--- config.mk ---
export PLATFORM = sky130hd
export DESIGN_NAME = can_message_segmenter_core
export DESIGN_NICKNAME = d
export VERILOG_FILES = /design/src/rtl/cms_pkg.sv /design/src/rtl/cms_id_table.sv /design/src/rtl/cms_framer.sv /design/src/rtl/can_message_segmenter_core.sv
export SDC_FILE = /design/constraint.sdc
export NUM_CORES = 1
export LEC_CHECK = 0
export ABC_CLOCK_PERIOD_IN_PS = 17300
export BUFFER_PORTS_ARGS = -buffer_cell sky130_fd_sc_hd__clkbuf_2
export CORE_MARGIN = 5
export CORE_UTILIZATION = 40
export CTS_BUF_LIST = sky130_fd_sc_hd__clkbuf_16
export CTS_CLUSTER_DIAMETER = 80
export DETAILED_ROUTE_END_ITERATION = 12
export PLACE_DENSITY_LB_ADDON = 0.15
export SLEW_MARGIN = 20
export SYNTH_ARGS = -nofsm -noshare
export SYNTH_HDL_FRONTEND = slang
export SYNTH_HIERARCHICAL = 1
export SYNTH_SLANG_ARGS = --single-unit
--- constraint.sdc ---
create_clock -name clk_i -period 17.3 [get_ports clk_i]
set_clock_uncertainty 0.2 [all_clocks]
set_input_delay 0 -clock clk_i [delete_from_list [all_inputs] [get_ports clk_i]]
set_output_delay 0 -clock clk_i [all_outputs]
set_load 0.02 [all_outputs]
--- src/rtl/cms_pkg.sv ---
// Shared types and constants of the CAN message segmenter.
// Holds the input item, the frame result and the packet id request structs.
// No dependencies.
package cms_pkg;

  localparam int FRAME_BYTES      = 8;
  localparam int SINGLE_FRAME_MAX = 8;
  localparam int LEN_W            = 11;
  localparam int LEN_CW           = LEN_W + 1;
  localparam int SEQ_W            = 7;
  localparam int CNT_W            = 4;
  localparam int PAYLOAD_W        = 64;
  localparam int LANES            = PAYLOAD_W / 8;

  typedef struct packed {
    logic [7:0]       prio;
    logic [7:0]       source;
    logic [7:0]       dest;
    logic [LEN_W-1:0] len;
    logic [7:0]       data;
  } item_t;

  typedef struct packed {
    logic [7:0]           prio;
    logic [7:0]           source;
    logic [7:0]           dest;
    logic [7:0]           packet;
    logic [SEQ_W-1:0]     seq;
    logic [SEQ_W-1:0]     seq_final;
    logic [CNT_W-1:0]     count;
    logic [PAYLOAD_W-1:0] payload;
    logic                 eom;
  } frame_t;

  typedef struct packed {
    logic       take;
    logic [3:0] nibble;
  } id_req_t;

endpackage

--- src/rtl/cms_id_table.sv ---
// Per-source packet id counters of the CAN message segmenter.
// Depends on cms_pkg for the id request struct.
module cms_id_table import cms_pkg::*; #(
  parameter int MODULE_SLOTS = 16
) (
  input  logic       clk_i,
  input  logic       rst_ni,
  input  id_req_t    req_i,
  output logic [7:0] id_o
);

  localparam int SLOT_W = (MODULE_SLOTS > 1) ? $clog2(MODULE_SLOTS) : 1;

  // Maps a source nibble onto a counter slot; built at elaboration.
  function automatic logic [15:0][SLOT_W-1:0] build_map();
    logic [15:0][SLOT_W-1:0] map;
    for (int i = 0; i < 16; i++) begin
      map[i] = SLOT_W'(i % MODULE_SLOTS);
    end
    return map;
  endfunction

  localparam logic [15:0][SLOT_W-1:0] SlotMap = build_map();

  logic [SLOT_W-1:0] slot;
  logic [7:0]        tbl_q [MODULE_SLOTS];

  assign slot = SlotMap[req_i.nibble];
  assign id_o = tbl_q[slot];

  always_ff @(posedge clk_i or negedge rst_ni) begin
    if (!rst_ni) begin
      for (int i = 0; i < MODULE_SLOTS; i++) begin
        tbl_q[i] <= 8'd0;
      end
    end else if (req_i.take) begin
      tbl_q[slot] <= id_o + 8'd1;
    end
  end

  a_take_advances: assert property (@(posedge clk_i) disable iff (!rst_ni)
    req_i.take |=> tbl_q[$past(slot)] == 8'($past(id_o) + 8'd1))
    else $error("packet id counter did not advance after a take");

endmodule

--- src/rtl/cms_framer.sv ---
// Frame packing state and result logic of the CAN message segmenter.
// Depends on cms_pkg; reads the packet id from cms_id_table.
module cms_framer import cms_pkg::*; #(
  parameter int MAX_MESSAGE_BYTES = 1024
) (
  input  logic       clk_i,
  input  logic       rst_ni,
  input  item_t      item_i,
  input  logic       step_i,
  input  logic [7:0] table_id_i,
  output id_req_t    id_req_o,
  output logic       emit_o,
  output frame_t     frame_o
);

  localparam int POS_W = $clog2(MAX_MESSAGE_BYTES);
  localparam logic [LEN_CW-1:0] MaxLen = LEN_CW'(MAX_MESSAGE_BYTES);

  logic [POS_W-1:0]     pos_q;
  logic [PAYLOAD_W-1:0] buf_q;
  logic [CNT_W-1:0]     fill_q;
  logic [SEQ_W-1:0]     frame_q;
  logic [7:0]           pkt_q;

  logic [LEN_CW-1:0]    len_c;
  logic [LEN_CW-1:0]    pos_inc;
  logic [LEN_CW-1:0]    total_m1;
  logic                 single;
  logic                 first;
  logic                 last;
  logic                 emit;
  logic [CNT_W-1:0]     limit;
  logic [CNT_W-1:0]     fill_nx;
  logic [7:0]           pkt;
  logic [PAYLOAD_W-1:0] buf_nx;

  // A zero length counts as one byte, and an overlong one is clipped.
  always_comb begin
    if (item_i.len == '0) begin
      len_c = LEN_CW'(1);
    end else if ({1'b0, item_i.len} > MaxLen) begin
      len_c = MaxLen;
    end else begin
      len_c = {1'b0, item_i.len};
    end
  end

  assign single = len_c <= LEN_CW'(SINGLE_FRAME_MAX);
  assign limit  = single ? CNT_W'(SINGLE_FRAME_MAX) : CNT_W'(FRAME_BYTES);
  assign first  = pos_q == '0;
  assign pkt    = first ? (single ? 8'd0 : table_id_i) : pkt_q;

  assign id_req_o.take   = step_i && first && !single;
  assign id_req_o.nibble = item_i.source[3:0];

  always_comb begin
    for (int k = 0; k < LANES; k++) begin
      buf_nx[8*k +: 8] = (fill_q == CNT_W'(k)) ? item_i.data : buf_q[8*k +: 8];
    end
  end

  assign fill_nx  = fill_q + CNT_W'(1);
  assign pos_inc  = LEN_CW'(pos_q) + LEN_CW'(1);
  assign last     = pos_inc >= len_c;
  assign emit     = last || (fill_nx >= limit);
  assign total_m1 = LEN_CW'((len_c + LEN_CW'(FRAME_BYTES - 1)) / FRAME_BYTES) - LEN_CW'(1);

  assign emit_o            = emit;
  assign frame_o.prio      = item_i.prio;
  assign frame_o.source    = item_i.source;
  assign frame_o.dest      = item_i.dest;
  assign frame_o.packet    = single ? 8'd0 : pkt;
  assign frame_o.seq       = single ? '0 : frame_q;
  assign frame_o.seq_final = single ? '0 : total_m1[SEQ_W-1:0];
  assign frame_o.count     = fill_nx;
  assign frame_o.payload   = buf_nx;
  assign frame_o.eom       = last;

  always_ff @(posedge clk_i or negedge rst_ni) begin
    if (!rst_ni) begin
      pos_q   <= '0;
      buf_q   <= '0;
      fill_q  <= '0;
      frame_q <= '0;
      pkt_q   <= 8'd0;
    end else if (step_i) begin
      pkt_q <= pkt;
      if (emit) begin
        buf_q  <= '0;
        fill_q <= '0;
        if (last) begin
          frame_q <= '0;
          pos_q   <= '0;
        end else begin
          frame_q <= frame_q + SEQ_W'(1);
          pos_q   <= POS_W'(pos_inc);
        end
      end else begin
        buf_q  <= buf_nx;
        fill_q <= fill_nx;
        pos_q  <= POS_W'(pos_inc);
      end
    end
  end

  a_emit_clears_fill: assert property (@(posedge clk_i) disable iff (!rst_ni)
    step_i && emit |=> fill_q == '0)
    else $error("frame fill not cleared after a frame went out");

  a_gather_counts: assert property (@(posedge clk_i) disable iff (!rst_ni)
    step_i && !emit |=> fill_q == CNT_W'($past(fill_q) + CNT_W'(1)))
    else $error("frame fill did not count a gathered byte");

  a_start_frame_zero: assert property (@(posedge clk_i) disable iff (!rst_ni)
    pos_q == '0 |-> frame_q == '0 && fill_q == '0)
    else $error("message start with a nonzero frame index or fill");

endmodule

--- src/rtl/can_message_segmenter_core.sv ---
// Top level of the CAN message segmenter: input register, framer, packet id
// table and output register. Depends on cms_pkg, cms_framer, cms_id_table.
//
// Usage: a message enters one byte per item on the input channel, every byte
// carrying the full header (priority, source, destination, total length).
// The block packs bytes low byte first into CAN frames and puts out one frame
// item when eight bytes are gathered or the message's last byte arrives.
// Messages of up to eight bytes give one frame with packet number and
// sequence fields zero; longer ones take a packet id from a per-source
// counter and are split into numbered frames.
// Both channels use valid and stall. One item can be accepted every cycle
// while the input is not stalled. An item is registered in the input register
// at its accept edge and then processed by the framer logic, which feeds the
// frame it closes into the output register; the frame stays there until the
// receiver stops stalling. A stalled output blocks the input only when the
// waiting byte would close a further frame; bytes that close no frame still
// flow. Reset clears the packing state, the output valid and all packet id
// counters at once; the block is ready in the first cycle after reset.
module can_message_segmenter_core import cms_pkg::*; #(
  parameter int MAX_MESSAGE_BYTES = 1024,
  parameter int MODULE_SLOTS      = 16
) (
  input  logic                 clk_i,
  input  logic                 rst_ni,
  input  logic                 in_valid_i,
  output logic                 in_stall_o,
  input  logic [7:0]           priority_req_i,
  input  logic [7:0]           source_id_i,
  input  logic [7:0]           dest_id_i,
  input  logic [LEN_W-1:0]     msg_length_i,
  input  logic [7:0]           data_byte_i,
  output logic                 out_valid_o,
  input  logic                 out_stall_i,
  output logic [7:0]           frame_priority_o,
  output logic [7:0]           frame_source_o,
  output logic [7:0]           frame_dest_o,
  output logic [7:0]           packet_number_o,
  output logic [SEQ_W-1:0]     seq_index_o,
  output logic [SEQ_W-1:0]     seq_final_index_o,
  output logic [CNT_W-1:0]     byte_count_o,
  output logic [PAYLOAD_W-1:0] payload_o,
  output logic                 end_of_message_o
);

  logic    s1_valid_q;
  item_t   s1_item_q;
  logic    out_valid_q;
  frame_t  out_frame_q;

  logic    out_free;
  logic    s1_adv;
  logic    emit;
  logic    in_acc;
  frame_t  frame;
  id_req_t id_req;
  logic [7:0] table_id;

  cms_framer #(
    .MAX_MESSAGE_BYTES(MAX_MESSAGE_BYTES)
  ) u_framer (
    .clk_i     (clk_i),
    .rst_ni    (rst_ni),
    .item_i    (s1_item_q),
    .step_i    (s1_adv),
    .table_id_i(table_id),
    .id_req_o  (id_req),
    .emit_o    (emit),
    .frame_o   (frame)
  );

  cms_id_table #(
    .MODULE_SLOTS(MODULE_SLOTS)
  ) u_id_table (
    .clk_i (clk_i),
    .rst_ni(rst_ni),
    .req_i (id_req),
    .id_o  (table_id)
  );

  assign out_free   = !out_valid_q || !out_stall_i;
  assign s1_adv     = s1_valid_q && (!emit || out_free);
  assign in_stall_o = s1_valid_q && !s1_adv;
  assign in_acc     = in_valid_i && !in_stall_o;

  always_ff @(posedge clk_i or negedge rst_ni) begin
    if (!rst_ni) begin
      s1_valid_q  <= 1'b0;
      out_valid_q <= 1'b0;
    end else begin
      if (!in_stall_o) begin
        s1_valid_q <= in_valid_i;
      end
      if (out_free) begin
        out_valid_q <= s1_adv && emit;
      end
    end
  end

  always_ff @(posedge clk_i) begin
    if (in_acc) begin
      s1_item_q.prio   <= priority_req_i;
      s1_item_q.source <= source_id_i;
      s1_item_q.dest   <= dest_id_i;
      s1_item_q.len    <= msg_length_i;
      s1_item_q.data   <= data_byte_i;
    end
    if (s1_adv && emit) begin
      out_frame_q <= frame;
    end
  end

  assign out_valid_o       = out_valid_q;
  assign frame_priority_o  = out_frame_q.prio;
  assign frame_source_o    = out_frame_q.source;
  assign frame_dest_o      = out_frame_q.dest;
  assign packet_number_o   = out_frame_q.packet;
  assign seq_index_o       = out_frame_q.seq;
  assign seq_final_index_o = out_frame_q.seq_final;
  assign byte_count_o      = out_frame_q.count;
  assign payload_o         = out_frame_q.payload;
  assign end_of_message_o  = out_frame_q.eom;

  a_stall_cause: assert property (@(posedge clk_i) disable iff (!rst_ni)
    in_stall_o |-> s1_valid_q && emit && out_valid_q && out_stall_i)
    else $error("input stalled without a blocked frame");

  a_frame_lands: assert property (@(posedge clk_i) disable iff (!rst_ni)
    s1_adv && emit |=> out_valid_q)
    else $error("processed frame did not reach the output register");

endmodule
======== Yosys cells after proc, flatten, opt, wreduce, memory -nomap -nowiden ========
Memories as Yosys holds them, arrays and structs flattened. A register that Yosys moved wholly into a read port is not among the register bits.
Cells that the tools add are included.
W data, S select, Z words.
word-level totals
  bits in registers ....................... 381
  bits in read-only memories .............. 64
  input bits .............................. 47
  output and inout port bits .............. 117
  word-level logic and storage cells ...... 104
  memories ................................ 1
memories
  name              words  bits a word  rd ports  clocked after memory_dff  wr ports  RTL line            text
  (name not given)  16     4            1         1                         0         cms_id_table.sv:28  assign slot = SlotMap[req_i.nibble];
cells by class
  $add $sub $neg .......................... 6
  magnitude comparators ................... 7
  eq/ne operators ......................... 7
  multiplexer cells ....................... 25
  bitwise gates (word level) .............. 1
  reduce and logical (&&, ||, !) cells .... 20
operator list
  operator                 number
  $bwmux W128              1
  $mux W8                  13
  $mux W64                 1
  $bmux W8 S4              1
  $demux W8 S4             1
  $mux W11                 2
  $mux W10                 2
  $eq A4 B3 Y1 const B     4
  $mux W4                  3
  $add A10 B1 Y11 const B  1
  $ge A11 B11 Y1           1
  $gt A11 B11 Y1 const B   1
  $le A11 B4 Y1 const B    1
  $logic_not A11 Y1        1
  $add A10 B3 Y10 const B  1
  $logic_not A10 Y1        1
  $add A8 B1 Y8 const B    1
  $eq A4 B2 Y1 const B     2
  $add A7 B1 Y7 const B    1
  $logic_and A1 B1 Y1      7
  $mux W7                  1
  $sub A7 B1 Y7 const B    1
  $logic_not A1 Y1         6
  $ge A5 B5 Y1 const B     1
  9 further kinds          11

======== Depth between registers and ports, before layout ========
  word-level depth ........................ 13
  depth in mapped cells ................... 22
  mapped depth without buffers ............ 19

======== Modules after synthesis ========
The synthesis kept the hierarchy.
by module, submodules not included
  module                      instances  cells each  area an instance (sq um)  seq. area each (sq um)
  cms_id_table                1          654         6,682.7                   3,203.1
  cms_framer                  1          625         5,875.6                   2,327.2
  can_message_segmenter_core  1          170         4,849.7                   4,794.6

======== Worst setup path after synthesis ========
Ideal clock, no wire load.
  path kind ............................... reg2reg
  start point ............................. register u_framer.pos_q[2]
  end point ............................... register out_frame_q (netlist bit byte_count_o[0]) (enable)
  setup time .............................. 0.627 ns
  arrival ................................. 7.672 ns
  required time ........................... 16.473 ns
  setup slack ............................. 8.801 ns
  stages on the path, launching flop included .. 12
  path buffers ............................ 0
  clock period less this slack ............ 8.499 ns
  cells stage by stage .................... dfrtp_1 > and3_1 > and3_1 > nand3_1 > xnor2_1 > ha_1 > o21ai_0 > a211oi_1 > o21ai_1 > o21ai_1 > nand2_1 > a21oi_1
on the way
  cells in the longest elaborated chain, start to end .. 7
RTL lines
  what                    RTL line                           text
  start, declared         cms_framer.sv:19                   logic [POS_W-1:0] pos_q;
  start signal, assigned  cms_framer.sv:96                   pos_q <= POS_W'(pos_inc);
  start signal, assigned  cms_framer.sv:101                  pos_q <= POS_W'(pos_inc);
  $add A10 B1 Y11 *       cms_framer.sv:63                   assign pos_inc = LEN_CW'(pos_q) + LEN_CW'(1);
  $ge A11 B11 Y1 *        cms_framer.sv:64                   assign last = pos_inc >= len_c;
  $logic_or A1 B1 Y1 *    cms_framer.sv:65                   assign emit = last || (fill_nx >= limit);
  named net emit          can_message_segmenter_core.sv:52   logic emit;
  $logic_not A1 Y1        can_message_segmenter_core.sv:81   assign s1_adv = s1_valid_q && (!emit || out_free);
  $logic_or A1 B1 Y1      can_message_segmenter_core.sv:81
  $logic_and A1 B1 Y1     can_message_segmenter_core.sv:81
  $logic_and A1 B1 Y1 *   can_message_segmenter_core.sv:107  if (s1_adv && emit) begin
  end signal, assigned    can_message_segmenter_core.sv:108  out_frame_q <= frame;
  end, declared           can_message_segmenter_core.sv:48   frame_t out_frame_q;
The timed path passes the listed nets; every way through them passes the cells marked *.
A chain may end at the register's enable or synchronous reset.

==> out/results.txt <==
Static leakage: 8.91 nW
Finished Cell Area: 0.0208 mm^2
Worst Tran Pin Value: 0.997 ns
Largest family of logic cells by synthesized area: simple AND/OR/NAND/NOR gates
Fin worst setup slack: 11.47 ns
Die width: 219 um
Synth Area in Simple Gates: 0.135
CTS tree: done
Largest cells by area after synthesis: dfrtp_1 32%, edfxtp_1 27%, mux2_2 6.3%, nand2_1 5.0%, o2bb2ai_1 3.3%
Post-Syn Area per Cell: 12.0 um^2
Largest net degree at the start of global routing: 77
GPL Wtd Cong: 0.816
Cell variety after synth: 58
Area Growth Syn to Fin: 19.4%
Share of layout cells above drive strength 1: 0.225
TritonRoute pass-1 iters: 5
Final min period: 5.83 ns
Worst Hold Class: input pin to flop
Post-Synth Adder-Cell Area: 0.0144
Worst R2R Start: s1_item_q[13]
Max Slew Vio Count: 0
Max transition margin: 0.335
Yosys warnings: 6
Die area: 0.0478 mm^2
Die height: 219 um
PD cells: 131 mW/mm^2
Top cell type's share of synthesized area: 0.321
Critical path launch point: s1_item_q[13]
Period Utilization, post-route: 0.337
GR Overflow Total: 0
Core area: 0.0431 mm^2
Number of global-route vias before repair: 12000
Complex-gate fraction of the synthesized area: 0.0877
Top fanout value on the critical path: 29
Fmax: 171 MHz
Clock root cell: clkbuf_16
H-Tree Depth: 2
CTS sink count: 381
Gate Count Post-Synth: 1449
FFs w/ async S/R, synth: 0.585
Total CTS buffers: 44
DRT Wirelength: 43900 um
DR vias/cell: 5.30
Post-synth EDFFs: 158
Max clock buf depth: 3
Routed len/inst: 19.5 um
Worst hold start: out_stall_i
Commonest non-fill, non-tap cell in the layout: nand2_1
Post-Syn Nets: 1516
Worst EP required: 17.62 ns
Synth area leader: dfrtp_1
Post-synthesis sequential area ratio: 0.593
Final antenna-violating net count: 0
Synthesized cell area: 0.0174 mm^2
Commonest cells after routing, fill and taps aside: 234 x nand2_1, 223 x dfrtp_1, 162 x clkbuf_2, 158 x edfxtp_1, 104 x o21ai_0
WS Path Type: flop to flop
Final Util: 0.483
Initial antenna violation count: 0
Main synth FF type: dfrtp_1
Cell Area, Placed: 0.0185 mm^2
Setup-failing EPs final: 0
Xor and xnor area share after synthesis: 0.00949
Peak supply drop: 0.0677 mV
HPWL Detailed: 26500 um
Crit path arrival time: 6.15 ns
DRC violations left: 0
Cell row count: 76
Worst hold margin: 0.102 ns
Mux cell area share after synthesis: 0.116
Setup_tns: 0 ns
Later-pin clock latency in the skew report: 0.58 ns
Worst reg2reg setup slack: 11.47 ns
Final hold vios: 0
I/O pins: 164
Pre-CTS setup slack: 11.49 ns
Unrepaired setup endpoints after global routing: false
Result of the run: completed
Initial Util: 0.404
Final nets: 1702
Port bufs: 163
Diodes inserted: 0
Clk pin slew, worst setup/hold paths: 0.06 ns
Crit end category: flop
Critical path launch point type: flop
# Max-Cap Violations: 0
Number of synthesized register bits: 381
Via count: 12000
DR iter-0 viols: 994
Gr usage total: 0.184
Global-route wire length before repair: 69200 um
==> worst paths after layout <==
check,to,cells past startpoint
worst max-delay path,u_id_table/tbl_q[79],19
worst min-delay path,out_valid_o,4
worst max register to register,u_id_table/tbl_q[79],19
worst min register to register,frame_source_o[5],0
max in group asynchronous,s1_valid_q,5
min in group asynchronous,u_id_table/tbl_q[20],4
==> per-layer routing <==
metal,global-route usage,vias up,share of wire
met2,0.297,292,0.48
li1,-,5611,-
met5,0,-,0
met3,0.0323,78,0.051
met4,0.0599,0,0.026
met1,0.253,5987,0.44
==> power by group <==
part / internal [mW] / switching, mW
combinational: 0.250 / 0.350
sequential: 1.14 / 0.0906
clock: 0.504 / 0.377
total: 1.90 / 0.817
==> stage by stage <==
step,power (mW),instances
global route,2.86,2256
CTS,2.75,2256
global placement,1.82,2081
floorplan,1.66,1449
detailed placement,1.84,2081
finish,2.71,2256
==> cell type report <==
class / instances / area (um^2)
repair buffers: 269 / 1880
inverters: 26 / 100
flip-flops and latches: 381 / 10300
multi-input cells: 913 / 6380
clock inverters: 37 / 246
clock buffers: 45 / 1130
well taps: 585 / 732
fillers: 3862 / 22300
==> cells in the mapped netlist, drive strengths merged, types with 14 or more instances <==
cell	count
buf	54
mux2i	14
nand2	236
mux2	98
inv	26
mux4	32
o21ai	120
nand3	67
clkbuf	75
o2bb2ai	66
ha	20
nor2	83
or4	49
dfrtp	223
edfxtp	158
==> registers in the layout, summed over array words and instances (netlist names) <==
signal             flops
byte_count_o           4
end_of_message_o       1
frame_dest_o           8
frame_priority_o       8
frame_source_o         8
out_valid_o            1
packet_number_o        8
payload_o             64
s1_item_q             43
s1_valid_q             1
seq_final_index_o      7
seq_index_o            7
u_framer/buf_q        64
u_framer/fill_q        4
u_framer/frame_q       7
u_framer/pkt_q         8
u_framer/pos_q        10
u_id_table/tbl_q     128
==> worst max-delay path, cell delays in order (launching register included) <==
cell and delay (ns):
edfxtp_1 0.46, nor4_1 0.48, and2_1 0.29, a21oi_1 0.09, nor2_1 0.10, ha_1 0.24
nor2b_1 0.12, o21ai_0 0.13, a211oi_2 0.19, buf_4 0.22, o21ai_1 0.20, a31oi_2 0.19
buf_4 0.34, inv_2 0.06, or2_1 0.41, nor2_1 0.36, nor3b_1 0.47, nand3_1 0.51
or4_1 0.62, nand3_1 0.09
==> kinds of logic after synthesis <==
logic type	count (synthesis)
buf+inv	155
mux	144
flops	381
xor+xnor	18
fa+ha+maj	20
simple gates	498
compound gates	233
==> what timing repair did <==
| item | CTS | global route |
|---|---|---|
| hold buffers | 93 | 0 |
| setup buffers | 0 | 0 |
| endpoints found under the hold margin | 138 | 0 |
| endpoints found under the setup margin | 0 | 0 |
| gates resized for setup | 0 | 0 |
Note: power is estimated with default switching activity, not from simulation.
